**config.mk**
```make
export PLATFORM = sky130hd
export DESIGN_NAME = sjt_mobile_permutation_step
export DESIGN_NICKNAME = d
export VERILOG_FILES = /design/src/hdl/sjt_pkg.sv /design/src/hdl/sjt_dp.sv /design/src/hdl/sjt_ctrl.sv /design/src/hdl/sjt_mobile_permutation_step.sv
export SDC_FILE = /design/constraint.sdc
export NUM_CORES = 1
export LEC_CHECK = 0
export ABC_AREA = 0
export CAP_MARGIN = 20
export CORE_ASPECT_RATIO = 0.8
export CORE_MARGIN = 3
export CORE_UTILIZATION = 65
export DETAILED_ROUTE_END_ITERATION = 12
export DONT_BUFFER_PORTS = 1
export PLACE_DENSITY = 0.87
export SLEW_MARGIN = 40
export SYNTH_ARGS = -nofsm -noshare
export SYNTH_HDL_FRONTEND = slang
export SYNTH_SLANG_ARGS = --single-unit
```
**constraint.sdc**
```tcl
create_clock -name i_clk -period 4.1 [get_ports i_clk]
set_clock_uncertainty 0.15 [all_clocks]
set_input_delay 0.205 -clock i_clk [delete_from_list [all_inputs] [get_ports i_clk]]
set_output_delay 0.205 -clock i_clk [all_outputs]
set_load 0.05 [all_outputs]
```
**src/hdl/sjt_pkg.sv**
```systemverilog
// Shared types, constants and helpers for the SJT permutation stepper.
// No dependencies.
package sjt_pkg;

    localparam int MAX_ELEMENTS = 8;
    localparam int POS_W        = $clog2(MAX_ELEMENTS);
    localparam int VAL_W        = 4;
    localparam int COUNT_W      = 16;
    localparam int SIZE_MIN     = 2;
    localparam int SIZE_RESET   = 8;

    typedef enum logic [1:0] {
        CMD_RESTART = 2'd0,
        CMD_STEP    = 2'd1,
        CMD_LOAD    = 2'd2
    } t_cmd;

    typedef enum logic [2:0] {
        ST_IDLE,
        ST_SEARCH,
        ST_SWAP,
        ST_EMIT,
        ST_EXHAUST
    } t_state;

    typedef struct packed {
        logic restart;
        logic load;
        logic search_start;
        logic search_step;
        logic swap;
        logic emit_next;
        logic show_exhausted;
    } t_dp_cmd;

    typedef struct packed {
        logic idx_last;
        logic found;
    } t_dp_status;

    // direction of a value; values without a direction bit point left
    function automatic logic dir_of(input logic [MAX_ELEMENTS-1:0] dirs,
                                    input logic [VAL_W-1:0] v);
        logic [VAL_W-1:0] vm;
        vm = v - 1'b1;
        if (v >= VAL_W'(1) && v <= VAL_W'(MAX_ELEMENTS)) begin
            return dirs[vm[POS_W-1:0]];
        end
        return 1'b0;
    endfunction

    function automatic logic has_dir(input logic [VAL_W-1:0] v);
        return (v >= VAL_W'(1)) && (v <= VAL_W'(MAX_ELEMENTS));
    endfunction

endpackage

```
**src/hdl/sjt_dp.sv**
```systemverilog
// Datapath: permutation slots, direction bits, counter, size register,
// mobile search, swap and emit. Depends on sjt_pkg.
module sjt_dp import sjt_pkg::*; (
    input  logic               i_clk,
    input  logic               i_rst_n,
    input  t_dp_cmd            i_cmd,
    output t_dp_status         o_status,
    input  logic [POS_W-1:0]   i_position,
    input  logic [VAL_W-1:0]   i_value,
    input  logic               i_dir_right,
    input  logic               i_cfg_valid,
    input  logic [VAL_W-1:0]   i_cfg_data,
    output logic [VAL_W-1:0]   o_element_value,
    output logic [POS_W-1:0]   o_element_position,
    output logic               o_last,
    output logic               o_exhausted,
    output logic [COUNT_W-1:0] o_perm_number
);

    logic [VAL_W-1:0]        r_perm [MAX_ELEMENTS];
    logic [MAX_ELEMENTS-1:0] r_dir;
    logic [COUNT_W-1:0]      r_count;
    logic [VAL_W-1:0]        r_size;
    logic [POS_W-1:0]        r_idx;
    logic [VAL_W-1:0]        r_best;
    logic [POS_W-1:0]        r_best_pos;
    logic                    r_best_dir;

    logic [VAL_W-1:0]        w_n;
    logic [POS_W-1:0]        w_last_idx;
    logic [MAX_ELEMENTS-1:0] w_mob;
    logic [VAL_W-1:0]        w_cur;
    logic [VAL_W-1:0]        w_cur_m1;
    logic [VAL_W-1:0]        w_val_m1;
    logic [POS_W-1:0]        w_nb_pos;

    always_comb begin
        if (r_size < VAL_W'(SIZE_MIN)) begin
            w_n = VAL_W'(SIZE_MIN);
        end else if (r_size > VAL_W'(MAX_ELEMENTS)) begin
            w_n = VAL_W'(MAX_ELEMENTS);
        end else begin
            w_n = r_size;
        end
    end
    assign w_last_idx = POS_W'(w_n - 1'b1);

    for (genvar gi = 0; gi < MAX_ELEMENTS; gi++) begin : g_mob
        logic w_left;
        logic w_right;
        if (gi == 0) begin : g_first
            assign w_left = 1'b0;
        end else begin : g_mid_l
            assign w_left = !dir_of(r_dir, r_perm[gi]) && (r_perm[gi] > r_perm[gi-1]);
        end
        if (gi == MAX_ELEMENTS - 1) begin : g_end
            assign w_right = 1'b0;
        end else begin : g_mid_r
            assign w_right = dir_of(r_dir, r_perm[gi]) && (POS_W'(gi) != w_last_idx)
                             && (r_perm[gi] > r_perm[gi+1]);
        end
        assign w_mob[gi] = w_left | w_right;
    end

    assign w_cur    = r_perm[r_idx];
    assign w_cur_m1 = w_cur - 1'b1;
    assign w_val_m1 = i_value - 1'b1;
    assign w_nb_pos = r_best_dir ? (r_best_pos + 1'b1) : (r_best_pos - 1'b1);

    always_ff @(posedge i_clk) begin
        if (!i_rst_n) begin
            for (int i = 0; i < MAX_ELEMENTS; i++) begin
                r_perm[i] <= VAL_W'(i + 1);
            end
            r_dir      <= '0;
            r_count    <= '0;
            r_size     <= VAL_W'(SIZE_RESET);
            r_idx      <= '0;
            r_best     <= '0;
            r_best_pos <= '0;
            r_best_dir <= 1'b0;
        end else begin
            if (i_cfg_valid) begin
                r_size <= i_cfg_data;
            end
            if (i_cmd.restart) begin
                for (int i = 0; i < MAX_ELEMENTS; i++) begin
                    r_perm[i] <= VAL_W'(i + 1);
                end
                r_dir   <= '0;
                r_count <= '0;
            end
            if (i_cmd.load) begin
                r_perm[i_position] <= i_value;
                if (has_dir(i_value)) begin
                    r_dir[w_val_m1[POS_W-1:0]] <= i_dir_right;
                end
            end
            if (i_cmd.search_start) begin
                r_idx  <= '0;
                r_best <= '0;
            end
            if (i_cmd.search_step) begin
                if (w_mob[r_idx] && (w_cur > r_best)) begin
                    r_best     <= w_cur;
                    r_best_pos <= r_idx;
                    r_best_dir <= dir_of(r_dir, w_cur);
                end
                r_idx <= r_idx + 1'b1;
            end
            if (i_cmd.swap) begin
                r_perm[r_best_pos] <= r_perm[w_nb_pos];
                r_perm[w_nb_pos]   <= r_perm[r_best_pos];
                r_count            <= r_count + 1'b1;
                r_idx              <= '0;
            end
            if (i_cmd.emit_next) begin
                // larger values turn around as they go out
                if (has_dir(w_cur) && (w_cur > r_best)) begin
                    r_dir[w_cur_m1[POS_W-1:0]] <= ~r_dir[w_cur_m1[POS_W-1:0]];
                end
                r_idx <= r_idx + 1'b1;
            end
        end
    end

    assign o_status.idx_last = (r_idx == w_last_idx);
    assign o_status.found    = (r_best != '0);

    assign o_element_value    = i_cmd.show_exhausted ? '0 : w_cur;
    assign o_element_position = i_cmd.show_exhausted ? '0 : r_idx;
    assign o_last             = i_cmd.show_exhausted | (r_idx == w_last_idx);
    assign o_exhausted        = i_cmd.show_exhausted;
    assign o_perm_number      = r_count;

endmodule

```
**src/hdl/sjt_ctrl.sv**
```systemverilog
// Controller: issues restart and load, and sequences search, swap and emit for each step request.
// Depends on sjt_pkg.
module sjt_ctrl import sjt_pkg::*; (
    input  logic       i_clk,
    input  logic       i_rst_n,
    input  logic       i_valid,
    output logic       o_stall,
    input  logic [1:0] i_cmd,
    output logic       o_valid,
    input  logic       i_stall,
    input  t_dp_status i_status,
    output t_dp_cmd    o_dp_cmd
);

    t_state r_state;
    t_state n_state;
    t_cmd   w_cmd;
    logic   w_accept;
    logic   w_out_take;

    assign w_cmd      = t_cmd'(i_cmd);
    assign o_stall    = (r_state != ST_IDLE);
    assign w_accept   = i_valid && (r_state == ST_IDLE);
    assign o_valid    = (r_state == ST_EMIT) || (r_state == ST_EXHAUST);
    assign w_out_take = o_valid && !i_stall;

    always_ff @(posedge i_clk) begin
        if (!i_rst_n) begin
            r_state <= ST_IDLE;
        end else begin
            r_state <= n_state;
        end
    end

    always_comb begin
        n_state  = r_state;
        o_dp_cmd = '0;
        unique case (r_state)
            ST_IDLE: begin
                if (w_accept) begin
                    unique case (w_cmd)
                        CMD_RESTART: o_dp_cmd.restart = 1'b1;
                        CMD_LOAD:    o_dp_cmd.load = 1'b1;
                        CMD_STEP: begin
                            o_dp_cmd.search_start = 1'b1;
                            n_state = ST_SEARCH;
                        end
                        default: ;
                    endcase
                end
            end
            ST_SEARCH: begin
                o_dp_cmd.search_step = 1'b1;
                if (i_status.idx_last) begin
                    n_state = ST_SWAP;
                end
            end
            ST_SWAP: begin
                if (i_status.found) begin
                    o_dp_cmd.swap = 1'b1;
                    n_state = ST_EMIT;
                end else begin
                    n_state = ST_EXHAUST;
                end
            end
            ST_EMIT: begin
                if (w_out_take) begin
                    o_dp_cmd.emit_next = 1'b1;
                    if (i_status.idx_last) begin
                        n_state = ST_IDLE;
                    end
                end
            end
            ST_EXHAUST: begin
                o_dp_cmd.show_exhausted = 1'b1;
                if (w_out_take) begin
                    n_state = ST_IDLE;
                end
            end
            default: n_state = ST_IDLE;
        endcase
    end

endmodule

```
**src/hdl/sjt_mobile_permutation_step.sv**
```systemverilog
// Step through permutations one swap of neighbors at a time, largest mobile element first.
// A restart or load request does not stall the input. A step searches the n slots, then swaps,
// then gives n results, one a cycle while the output is not stalled (n from the size
// register, clamped to 2..8). A step with no mobile element gives one exhausted result
// after the search. Input requests are stalled while a step is in progress, and the
// size register is written only between requests.
// Depends on sjt_pkg, sjt_ctrl, sjt_dp.
module sjt_mobile_permutation_step import sjt_pkg::*; (
    input  logic               i_clk,
    input  logic               i_rst_n,
    input  logic               i_valid,
    output logic               o_stall,
    input  logic [1:0]         i_cmd,
    input  logic [POS_W-1:0]   i_position,
    input  logic [VAL_W-1:0]   i_value,
    input  logic               i_dir_right,
    output logic               o_valid,
    input  logic               i_stall,
    output logic [VAL_W-1:0]   o_element_value,
    output logic [POS_W-1:0]   o_element_position,
    output logic               o_last,
    output logic               o_exhausted,
    output logic [COUNT_W-1:0] o_perm_number,
    input  logic               i_cfg_valid,
    output logic               o_cfg_ready,
    input  logic [VAL_W-1:0]   i_cfg_data
);

    t_dp_cmd    w_dp_cmd;
    t_dp_status w_dp_status;

    assign o_cfg_ready = !o_stall;

    sjt_ctrl u_ctrl (
        .i_clk    (i_clk),
        .i_rst_n  (i_rst_n),
        .i_valid  (i_valid),
        .o_stall  (o_stall),
        .i_cmd    (i_cmd),
        .o_valid  (o_valid),
        .i_stall  (i_stall),
        .i_status (w_dp_status),
        .o_dp_cmd (w_dp_cmd)
    );

    sjt_dp u_dp (
        .i_clk              (i_clk),
        .i_rst_n            (i_rst_n),
        .i_cmd              (w_dp_cmd),
        .o_status           (w_dp_status),
        .i_position         (i_position),
        .i_value            (i_value),
        .i_dir_right        (i_dir_right),
        .i_cfg_valid        (i_cfg_valid & o_cfg_ready),
        .i_cfg_data         (i_cfg_data),
        .o_element_value    (o_element_value),
        .o_element_position (o_element_position),
        .o_last             (o_last),
        .o_exhausted        (o_exhausted),
        .o_perm_number      (o_perm_number)
    );

endmodule
```
=== After elaboration in Yosys (flattened, before gate mapping) ===
Memories as Yosys holds them, arrays and structs flattened. A register that Yosys moved wholly into a read port is not among the register bits.
Index checks and enable logic that the tools add are counted.

* Flip-flop bits (word level): 42
* Bits in writable memories: 32
* Input port bits: 19
* Word-level logic and storage cells: 296
* Memories: 1

{| class="wikitable"
|+ Memory list
! memory !! depth !! bits a word !! read ports !! clocked after Yosys merged registers in !! wr ports !! line !! source
|-
| u_dp.r_perm || 8 || 4 || 11 || 2 || 8 || sjt_dp.sv:20 || <nowiki>logic [VAL_W-1:0] r_perm [MAX_ELEMENTS];</nowiki>
|}

* Add/sub/neg operators: 15
* Order comparisons: 50
* Equality and inequality tests: 19
* Multiplexer cells: 127
* Bitwise logic cells: 17
* Reductions and logical operators: 59

{| class="wikitable"
|+ Operators by type and width
! operator !! count
|-
| 3-bit 2-to-1 mux || 24
|-
| 1-bit 2-to-1 mux || 64
|-
| 4-bit greater-than comparator || 15
|-
| 4-bit 2-to-1 mux || 15
|-
| 8-bit 2-to-1 mux || 7
|-
| 3-bit by 4-bit < comparator with 1-bit output (second input constant) || 11
|-
| 4-bit by 1-bit >= comparator with 1-bit output (second input constant) || 10
|-
| 4-bit <= comparator (second input constant) || 10
|-
| 1-bit logical AND || 37
|-
| 3-bit by 1-bit subtractor with 3-bit output (second input constant) || 12
|-
| 16-bit 2-to-1 mux || 2
|-
| 1-bit binary-select mux with 3-bit select || 10
|-
| 16-bit by 1-bit adder with 16-bit output (second input constant) || 1
|-
| 8-bit bitwise mux || 2
|-
| 1-bit OR || 15
|-
| 3-bit one-hot mux with 5 select lines || 1
|-
| 4-bit OR reduction || 3
|-
| 2-bit by 1-bit inequality test with 1-bit output (second input constant) || 5
|-
| 1-bit logical NOT || 9
|-
| 3-bit inequality test (first input constant) || 3
|-
| 4-bit nonzero test || 2
|-
| 3-bit by 1-bit adder with 3-bit output (second input constant) || 2
|-
| 1-bit demux with 3-bit select || 2
|-
| 3-bit by 2-bit == test with 1-bit output (second input constant) || 2
|-
| other kinds (20) || 23
|}

=== Logic depth before layout (Yosys ltp) ===
Gate-level depths: netlist of run 1.
An unclocked memory read counts as a cell.

* Depth after elaboration: 16
* Gate-level depth with buffers: 13

=== Cells and area by module ===
Synthesis of run 1 repeated with hierarchy kept, for this count alone.

* Cell total of the unflattened synthesis: 827
* Area, all modules: 7263.2 µm²

{| class="wikitable"
|+ Modules (own cells, without submodules)
! module !! instances !! cells each !! area an instance (µm²) !! sequential area each (µm²)
|-
| sjt_dp || 1 || 793 || 6994.2 || 1861.8
|-
| sjt_ctrl || 1 || 32 || 259.0 || 60.1
|-
| sjt_mobile_permutation_step || 1 || 2 || 10.0 || 0.0
|}

=== Worst setup path before layout of run 1 ===
Ideal clock, no wire load.

* Kind: register to register
* From: register u_dp.r_best_pos[0]
* To: memory u_dp.r_perm[6][1] (data pin)
* Data arrival time: 3.130 ns
* Slack: 0.532 ns
* Cell stages (with the launch flop): 11
* Period minus slack after synthesis: 3.568 ns
* Path through: dfxtp_1 > clkbuf_1 > inv_1 > fa_1 > xnor2_1 > xor2_1 > mux4_2 > mux2i_1 > nor2_1 > a21oi_1 > a22oi_1

{| class="wikitable"
|+ RTL lines
! item !! line !! source
|-
| start, declared || sjt_dp.sv:26 || <nowiki>logic [POS_W-1:0] r_best_pos;</nowiki>
|-
| start signal, assigned || sjt_dp.sv:106 || <nowiki>r_best_pos <= r_idx;</nowiki>
|-
| end, declared || sjt_dp.sv:20 ||
|}

==> results.txt, run 1 <==
----------------------------------------------------
[Logic synthesis]
  Syn_area_per_cell ... 9.268 sq um
  Synthesized netlist cell count ... 751
  Warnings, synthesis ... 0
  Area of the mapped netlist ... 0.006960 sq mm
  Distinct cell type count after synthesis ... 77
  Number of synthesized flops with an enable pin ... 32
  Biggest area contributors in the synthesized netlist ... dfxtp_1, edfxtp_1, ha_1
  Net count of the mapped netlist ... 830
  Dominant cell by count in the synthesized netlist ... nand2_1
  Proportion of synthesized flip-flops having asynchronous set or reset ... 0%
  Fraction of post-synthesis cell area in the top cell type by area ... 13.81%
  Commonest register cell after synthesis ... dfxtp_1
  Largest area contributor in the synthesized netlist ... dfxtp_1
  Register bit total from synthesis ... 80
  Synth top cells by count ... nand2_1, ha_1, inv_1, dfxtp_1, nor2_1
  Sequential-to-total area share from yosys stat ... 27.61%

[Timing]
  Tightest slew margin relative to the limit ... 38.24%
  Worst slack on hold paths ... -0.0007981 ns
  Max-slew violation total from the final report ... 0
  Ratio of final minimum period to clock period ... 89.41%
  Unrepaired setup endpoints after global routing ... false
  Setup_tns ... 0 ns
  Final Hold Vio Count ... 1
  Total of endpoints with negative setup slack in the final report ... 0
  Slew @ Worst Pin ... 0.9144 ns
  Final worst setup slack ... 0.4341 ns
  Clock period minus final worst setup slack ... 3.666 ns
  Maximum clock rate ... 272.8 MHz

[Drt]
  Routed WL ... 21400 um
  Avg Vias per Cell ... 7.221
  Drt initial violations ... 852
  Count of vias placed by the detailed router ... 6499
  Residual DRC count ... 0
  Routed length per placed instance ... 23.78 um
  Number of search-and-repair iterations in the first detailed-routing pass ... 5
  Number of routed nets with antenna violations ... 0

[Placed design]
  Number of buffers added on ports ... 0
  Area after detailed placement ... 0.007123 sq mm
  Gp weighted congestion ... 0.9083
  HPWL after DPL ... 15410 um
  Worst setup slack after placement ... 0.4955 ns

[Power and ir drop]
  Internal power consumption ... 1.493 mW
  Clk network pwr share ... 42.2%
  Leakage dissipation ... 2.984 nW
  Relative contribution of sequential cells to total power ... 43.5%
  Switch Pwr ... 0.5391 mW
  Combinational fraction of design power ... 14.3%
  Worst vdd ir ... 261.5 uV
  Switching power as a share of total power ... 26.53%
  Pwr per Cell Area ... 268.1 mW/mm^2

[Clocking]
  Number of buffers inserted to repair setup after CTS ... 0
  CTS resizes ... 0
  TritonCTS clock tree ... yes
  H-tree level count ... 3
  Reg clk slew, reported paths ... 0.06 ns
  Clock tree root buffer cell ... clkbuf_16
  Maximum number of buffers from clock root to sink ... 2
  Clock latency of the later-clocked register in the worst-skew pair ... 0.35 ns
  Inserted Clock Buffers ... 9
  Clock sink total ... 80

[Hold path]
  Hold_sp ... i_cfg_valid
  Hold WC Path Type ... primary input to register

[Finish]
  Filler cell count ... 690
  Antenna fix cells ... 0
  Fraction of layout cells with a size suffix above 1 ... 10.39%
  # nets final ... 834
  Relative area change from synthesis to final layout ... 8.898%
  Design Area, Final ... 0.007580 sq mm

[Floorplanning]
  Die W ... 121.7 um
  Die span in y ... 98.56 um
  Die footprint ... 0.01199 sq mm
  Placeable Area ... 0.01036 sq mm
  Number of placement rows ... 33
  Initial Util ... 67.16%
  # IOs ... 47

[Critical path]
  Launch instance of the worst register-to-register path ... u_dp.r_perm[7][0]$_DFFE_PP_
  CP endpoint kind ... register
  Startpoint Class ... register
  Register-to-register setup slack ... 0.43 ns
  Worst setup path startpoint ... u_dp.r_perm[7][0]$_DFFE_PP_
  CP arrival ... 3.78 ns
  Req. time, crit path ... 4.21 ns
  Max Fanout on Critical Path ... 8
  Worst setup path category ... register to register

[Global route]
  Congestion Overflow GR ... 0
  Via count of the first global-routing pass ... 6352
  Largest net degree at the start of global routing ... 48
  Overall Global Routing Usage ... 36.00%
  Antenna violations before repair ... 0
  Wire length of the first global-routing pass ... 33560 um

[Status]
  Run status ... complete, but fails checks
  Violated checks ... hold timing

[Job]
  Number of max-capacitance violations reported ... 0

----------------------------------------------------
## path summary, 6_finish.rpt
path / to / depth (start not counted)
setup / recovery: u_dp.r_best_pos[1]$_SDFFE_PN0P_ / 9
hold reg to reg: u_dp.r_size[0]$_SDFFE_PN0P_ / 2
setup reg to reg: u_dp.r_best_pos[1]$_SDFFE_PN0P_ / 9
hold / removal: u_dp.r_size[0]$_SDFFE_PN0P_ / 3
## cells by family after synthesis
family	Yosys count	share of synthesized area [%]
buffers and inverters	86	4.728
muxes	72	18.19
AOI/OAI and AO/OA	158	15.93
and+or+nand+nor	281	20.58
xor gates and xnor gates	14	2.067
DFF	80	27.61
adders and majority gates	60	10.89
## power groups by stage
stage	clock network [mW]	logic (mW)	registers [mW]
after global routing	0.894	0.314	0.885
after detailed placement	0	0.262	0.898
final	0.857	0.292	0.884
after floorplan	0	0.217	0.876
after CTS	0.859	0.283	0.881
after global placement	0	0.247	0.896
## flip-flops by register name, summed over array words and instances, names as in the netlist, named ones only
| name | count |
|---|---|
| u_dp.r_best_pos | 3 |
| u_dp.r_idx | 3 |
| u_ctrl.r_state | 3 |
| u_dp.r_dir | 8 |
| u_dp.r_best_dir | 1 |
| u_dp.r_size | 4 |
| u_dp.r_best | 4 |
| u_dp.o_perm_number | 16 |
| u_dp.r_perm | 32 |
## layer usage
| metal | vias to the layer above | track usage [%] | routed length, um | share of wire (%) |
|---|---|---|---|---|
| met5 | - | 0 | 0 | 0 |
| met4 | 0 | 13.44 | 781 | 3.6 |
| met3 | 81 | 10.90 | 3125 | 15 |
| met2 | 507 | 55.33 | 9623 | 45 |
| met1 | 3054 | 48.34 | 7869 | 37 |
| li1 | 2857 | - | - | - |
## repair_timing
item | 4_1_cts | 5_1_grt
setup endpoints to repair | 0 | 0
hold buffers | 12 | 0
hold endpoints to repair | 48 | 0
## layout make-up
type	count	area, sq um	share of cell area, %
clock buffers	11	232.7	3.070
clock inverters	5	80.08	1.056
inverters	56	210.2	2.773
multi-input cells	585	4747	62.63
flip-flops and latches	80	1922	25.35
well taps	140	175.2	2.311
repair buffers	23	212.7	2.806
## cells in the final DEF (no fill, tap or decap), types with 13 or more instances in the layout
master / count
nor2b_1: 13
o21ai_0: 22
mux4_2: 25
nand2_1: 84
dfxtp_1: 48
inv_1: 55
and2_1: 19
mux4_1: 14
edfxtp_1: 32
nand2b_1: 13
nor2_1: 35
o22ai_1: 22
nand3_1: 36
mux2i_1: 28
a21oi_1: 20
nor3_1: 22
ha_1: 59
## critical path, stage by stage, from the launching register on
cell and delay, ns:
edfxtp_1 0.52, inv_1 0.12, ha_1 0.33, mux4_1 0.61, o2111ai_1 0.14, o2111ai_1 0.15, o311ai_1 0.39, nand3_1 0.21
a211oi_4 0.65, mux2i_1 0.30
## stage by stage
stage	cells	utilization, %	hold slack [ns]	power, mW
floorplan	751	-	0.2030	1.094
global placement	872	68.55	0.1456	1.143
detailed placement	872	68.73	0.1502	1.160
CTS	900	73.00	0.001683	2.023
global route	900	73.14	0.02790	2.093
finish	900	73.14	-0.0007981	2.032
No activity file was read; power rests on OpenSTA's default activity.
==> run 2, diff against run 1 <==
Settings changed: CAP_MARGIN 20 to 15, SYNTH_HIERARCHICAL set to 1.
==> run 2 against run 1 <==
Net effect:
- the flow now finishes without violations
- final cell count rose by 9.0%
- first-iteration DRC count rose by 5.6%
- core utilization rose by 2.0 points
- maximum frequency fell by 1.8%
- setup slack got worse by 0.066 ns
- area after synthesis rose by 4.4%
- hold slack improved by 0.0076 ns
- combinational power rose to 2.9 times the previous value
- non-clock buffer count rose by 8
- clock power rose by 3.0%
- synthesized cell count rose by 10%
- sequential share of layout area fell by 1.1 points
- largest power group unchanged
==> results.txt, run 2 <==
----------------------------------------------------
[Status]
  Run status ... completed (was complete, but fails checks)

[Power and ir drop]
  Relative contribution of sequential cells to total power ... 36.4% (was 43.5%)
  Pwr per Cell Area ... 340.1 mW/mm^2 (was 268.1 mW/mm^2)
  Internal power consumption ... 1.720 mW (was 1.493 mW)
  Combinational fraction of design power ... 30.9% (was 14.3%)
  Leakage dissipation ... 3.091 nW (was 2.984 nW)
  Worst vdd ir ... 277.8 uV (was 261.5 uV)
  Clk network pwr share ... 32.7% (was 42.2%)
  Switch Pwr ... 0.9798 mW (was 0.5391 mW)
  Switching power as a share of total power ... 36.29% (was 26.53%)

[Clocking]
  H-tree level count ... 3 (unchanged)
  Maximum number of buffers from clock root to sink ... 2 (unchanged)
  TritonCTS clock tree ... yes (unchanged)
  Number of buffers inserted to repair setup after CTS ... 0 (unchanged)
  Reg clk slew, reported paths ... 0.06 ns (about the same)
  Clock latency of the later-clocked register in the worst-skew pair ... 0.34 ns (was 0.35 ns)
  Inserted Clock Buffers ... 9 (unchanged)
  Clock sink total ... 80 (unchanged)
  Clock tree root buffer cell ... clkbuf_16 (unchanged)

[Hold path]
  Number of cells traversed by the worst hold path ... 3 (unchanged)
  Hold WC Path Type ... primary input to register (unchanged)

[Placed design]
  HPWL after DPL ... 15980 um (was 15410 um)
  Number of buffers added on ports ... 0 (unchanged)
  Area after detailed placement ... 0.007488 sq mm (was 0.007123 sq mm)
  Gp weighted congestion ... 0.9519 (was 0.9083)
  Worst setup slack after placement ... 0.4342 ns (was 0.4955 ns)

[Logic synthesis]
  Synthesized netlist cell count ... 827 (was 751)
  Warnings, synthesis ... 6 (was 0)
  Commonest register cell after synthesis ... dfxtp_1 (unchanged)
  Dominant cell by count in the synthesized netlist ... nand2_1 (unchanged)
  Fraction of post-synthesis cell area in the top cell type by area ... 13.23% (was 13.81%)
  Number of synthesized flops with an enable pin ... 32 (unchanged)
  Syn_area_per_cell ... 8.783 sq um (was 9.268 sq um)
  Sequential-to-total area share from yosys stat ... 26.46% (was 27.61%)
  Net count of the mapped netlist ... 906 (was 830)
  Area of the mapped netlist ... 0.007263 sq mm (was 0.006960 sq mm)
  Distinct cell type count after synthesis ... 69 (was 77)
  Biggest area contributors in the synthesized netlist ... dfxtp_1, edfxtp_1, ha_1 (unchanged)
  Synth top cells by count ... nand2_1, inv_1, nor2_1, ha_1, dfxtp_1 (was nand2_1, ha_1, inv_1, dfxtp_1, nor2_1)
  Proportion of synthesized flip-flops having asynchronous set or reset ... 0% (unchanged)
  Largest area contributor in the synthesized netlist ... dfxtp_1 (unchanged)
  Register bit total from synthesis ... 80 (unchanged)

[Floorplanning]
  Die W ... 124.2 um (was 121.7 um)
  Die span in y ... 100.6 um (was 98.56 um)
  Number of placement rows ... 33 (unchanged)
  Placeable Area ... 0.01057 sq mm (was 0.01036 sq mm)
  # IOs ... 47 (unchanged)
  Die footprint ... 0.01249 sq mm (was 0.01199 sq mm)
  Initial Util ... 68.71% (was 67.16%)

[Timing]
  Slew @ Worst Pin ... 0.9066 ns (was 0.9144 ns)
  Maximum clock rate ... 267.9 MHz (was 272.8 MHz)
  Clock period minus final worst setup slack ... 3.732 ns (was 3.666 ns)
  Unrepaired setup endpoints after global routing ... false (unchanged)
  Max-slew violation total from the final report ... 0 (unchanged)
  Worst slack on hold paths ... 0.006816 ns (was -0.0007981 ns)
  Tightest slew margin relative to the limit ... 39.12% (was 38.24%)
  Setup_tns ... 0 ns (unchanged)
  Final Hold Vio Count ... 0 (was 1)
  Total of endpoints with negative setup slack in the final report ... 0 (unchanged)
  Ratio of final minimum period to clock period ... 91.03% (was 89.41%)
  Final worst setup slack ... 0.3677 ns (was 0.4341 ns)

[Critical path]
  Startpoint Class ... register (unchanged)
  Max Fanout on Critical Path ... 10 (was 8)
  FF-to-FF path depth ... 9 (unchanged)
  CP arrival ... 3.79 ns (was 3.78 ns)
  Slowest-stage cell, CP ... dfxtp_1 (was a211oi_4)
  Req. time, crit path ... 4.15 ns (was 4.21 ns)
  Worst path most repeated cell ... mux2i_1 (was o2111ai_1)
  CP endpoint kind ... register (unchanged)
  Largest stage delay, worst path ... 0.60 ns (was 0.65 ns)
  List of cells traversed by the critical path ... mux4_2 -> mux2i_1 -> ha_1 -> xnor2_2 -> mux2i_1 -> mux2i_1 -> mux2i_2 -> or3b_1 -> mux2i_1 (was inv_1 -> ha_1 -> mux4_1 -> o2111ai_1 -> o2111ai_1 -> o311ai_1 -> nand3_1 -> a211oi_4 -> mux2i_1)
  Worst setup path category ... register to register (unchanged)

[Global route]
  Overall Global Routing Usage ... 36.83% (was 36.00%)
  Congestion Overflow GR ... 0 (unchanged)
  Via count of the first global-routing pass ... 6916 (was 6352)
  Antenna violations before repair ... 0 (unchanged)
  Wire length of the first global-routing pass ... 35550 um (was 33560 um)
  Largest net degree at the start of global routing ... 36 (was 48)

[Finish]
  Footprint of the multi-input gates ... 0.005015 sq mm (was 0.004747 sq mm)
  Util after Layout ... 75.11% (was 73.14%)
  Combined flip-flop and latch cell area ... 0.001922 sq mm (unchanged)
  Design Area, Final ... 0.007939 sq mm (was 0.007580 sq mm)
  Top reg by flops ... u_dp/r_perm (was u_dp.r_perm)
  Filler cell count ... 744 (was 690)
  Antenna fix cells ... 0 (unchanged)
  Fraction of layout cells with a size suffix above 1 ... 11.53% (was 10.39%)
  Commonest non-fill, non-tap cell in the layout ... nand2_1 (unchanged)
  Largest register FFs ... 32 (unchanged)
  Relative area change from synthesis to final layout ... 9.302% (was 8.898%)
  Most frequent cells in the layout ... nand2_1, inv_1, ha_1 (was nand2_1, ha_1, inv_1)
  # nets final ... 915 (was 834)

[Drt]
  Number of routed nets with antenna violations ... 0 (unchanged)
  Residual DRC count ... 0 (unchanged)
  Drt initial violations ... 900 (was 852)
  Routed length per placed instance ... 23.28 um (was 23.78 um)
  Avg Vias per Cell ... 7.231 (was 7.221)
  Count of vias placed by the detailed router ... 7094 (was 6499)
  Routed WL ... 22840 um (was 21400 um)
  Number of search-and-repair iterations in the first detailed-routing pass ... 6 (was 5)

[Job]
  Number of max-capacitance violations reported ... 0 (unchanged)

----------------------------------------------------
-- run 2: changes by cell type after synthesis, moves of 7 or more --
cell,previous run,this run
a21oi_1,20,40
o21ai_0,22,47
inv_1,55,63
mux2i_1,31,45
nor2_1,38,60
mux4_1,14,4
and2_1,19,5
mux2_2,1,8
o22ai_1,22,11
a22oi_1,11,4
-- run 2: area by class of cell --
cell class	instances	area share (%)
multi-input combinational	651	63.17
inverter	63	2.979
tap	140	2.206
clock inverter	4	0.6777
sequential	80	24.21
timing repair buffer	31	3.247
clock buffer	12	3.515
-- run 2: through the flow --
stage               cells  power, mW
CTS                   980      2.672
floorplan             827      1.599
finish                981      2.700
global placement      953      1.727
global route          981      2.804
detailed placement    953      1.772
-- run 2: power by group through the flow --
stage	Clock (mW)	Combinational (mW)	Sequential, mW
final	0.883	0.835	0.982
after global routing	0.929	0.893	0.983
after CTS	0.886	0.814	0.972
after detailed placement	0	0.784	0.988
after global placement	0	0.743	0.984
after floorplan	0	0.677	0.922
-- run 2: layer usage --
layer / wire (um) / track usage [%]
met1: 8433 / 48.38
met2: 9876 / 56.15
met3: 3439 / 10.66
met4: 1088 / 17.42
met5: 0 / 0
-- run 2: worst paths after layout --
kind | slack (ns) | to | startpoint
min reg2reg | 0.34 | u_dp/r_best[1]$_SDFF_PN0_ | u_dp/r_best[1]$_SDFF_PN0_
max | 0.37 | u_dp/r_best_dir$_SDFFE_PN0P_ | register
max reg2reg | 0.37 | u_dp/r_best_dir$_SDFFE_PN0P_ | register
min | 0.007 | u_dp/r_dir[2]$_SDFF_PN0_ | i_dir_right
-- run 2: cells by family after synthesis --
| group | count (synthesis) | synth area share (%) |
|---|---|---|
| mux | 88 | 18.16 |
| fa+ha+maj | 60 | 10.44 |
| xor+xnor | 12 | 1.550 |
| flops | 80 | 26.46 |
| compound gates | 186 | 17.36 |
| simple gates | 305 | 20.90 |
| buf+inv | 96 | 5.134 |
-- run 2: critical path, delay by kind of cell, from the launching register on --
family / cells / cell delay, ns
DFF: 1 / 0.60
muxes: 6 / 2.05
xor gates and xnor gates: 1 / 0.27
and+or+nand+nor: 1 / 0.18
adders and majority gates: 1 / 0.34
-- run 2: what timing repair did --
item | CTS | global route
endpoints found under the hold margin | 31 | 1
hold buffers | 11 | 1
gates resized for setup | 0 | 0
setup endpoints to repair | 0 | 0
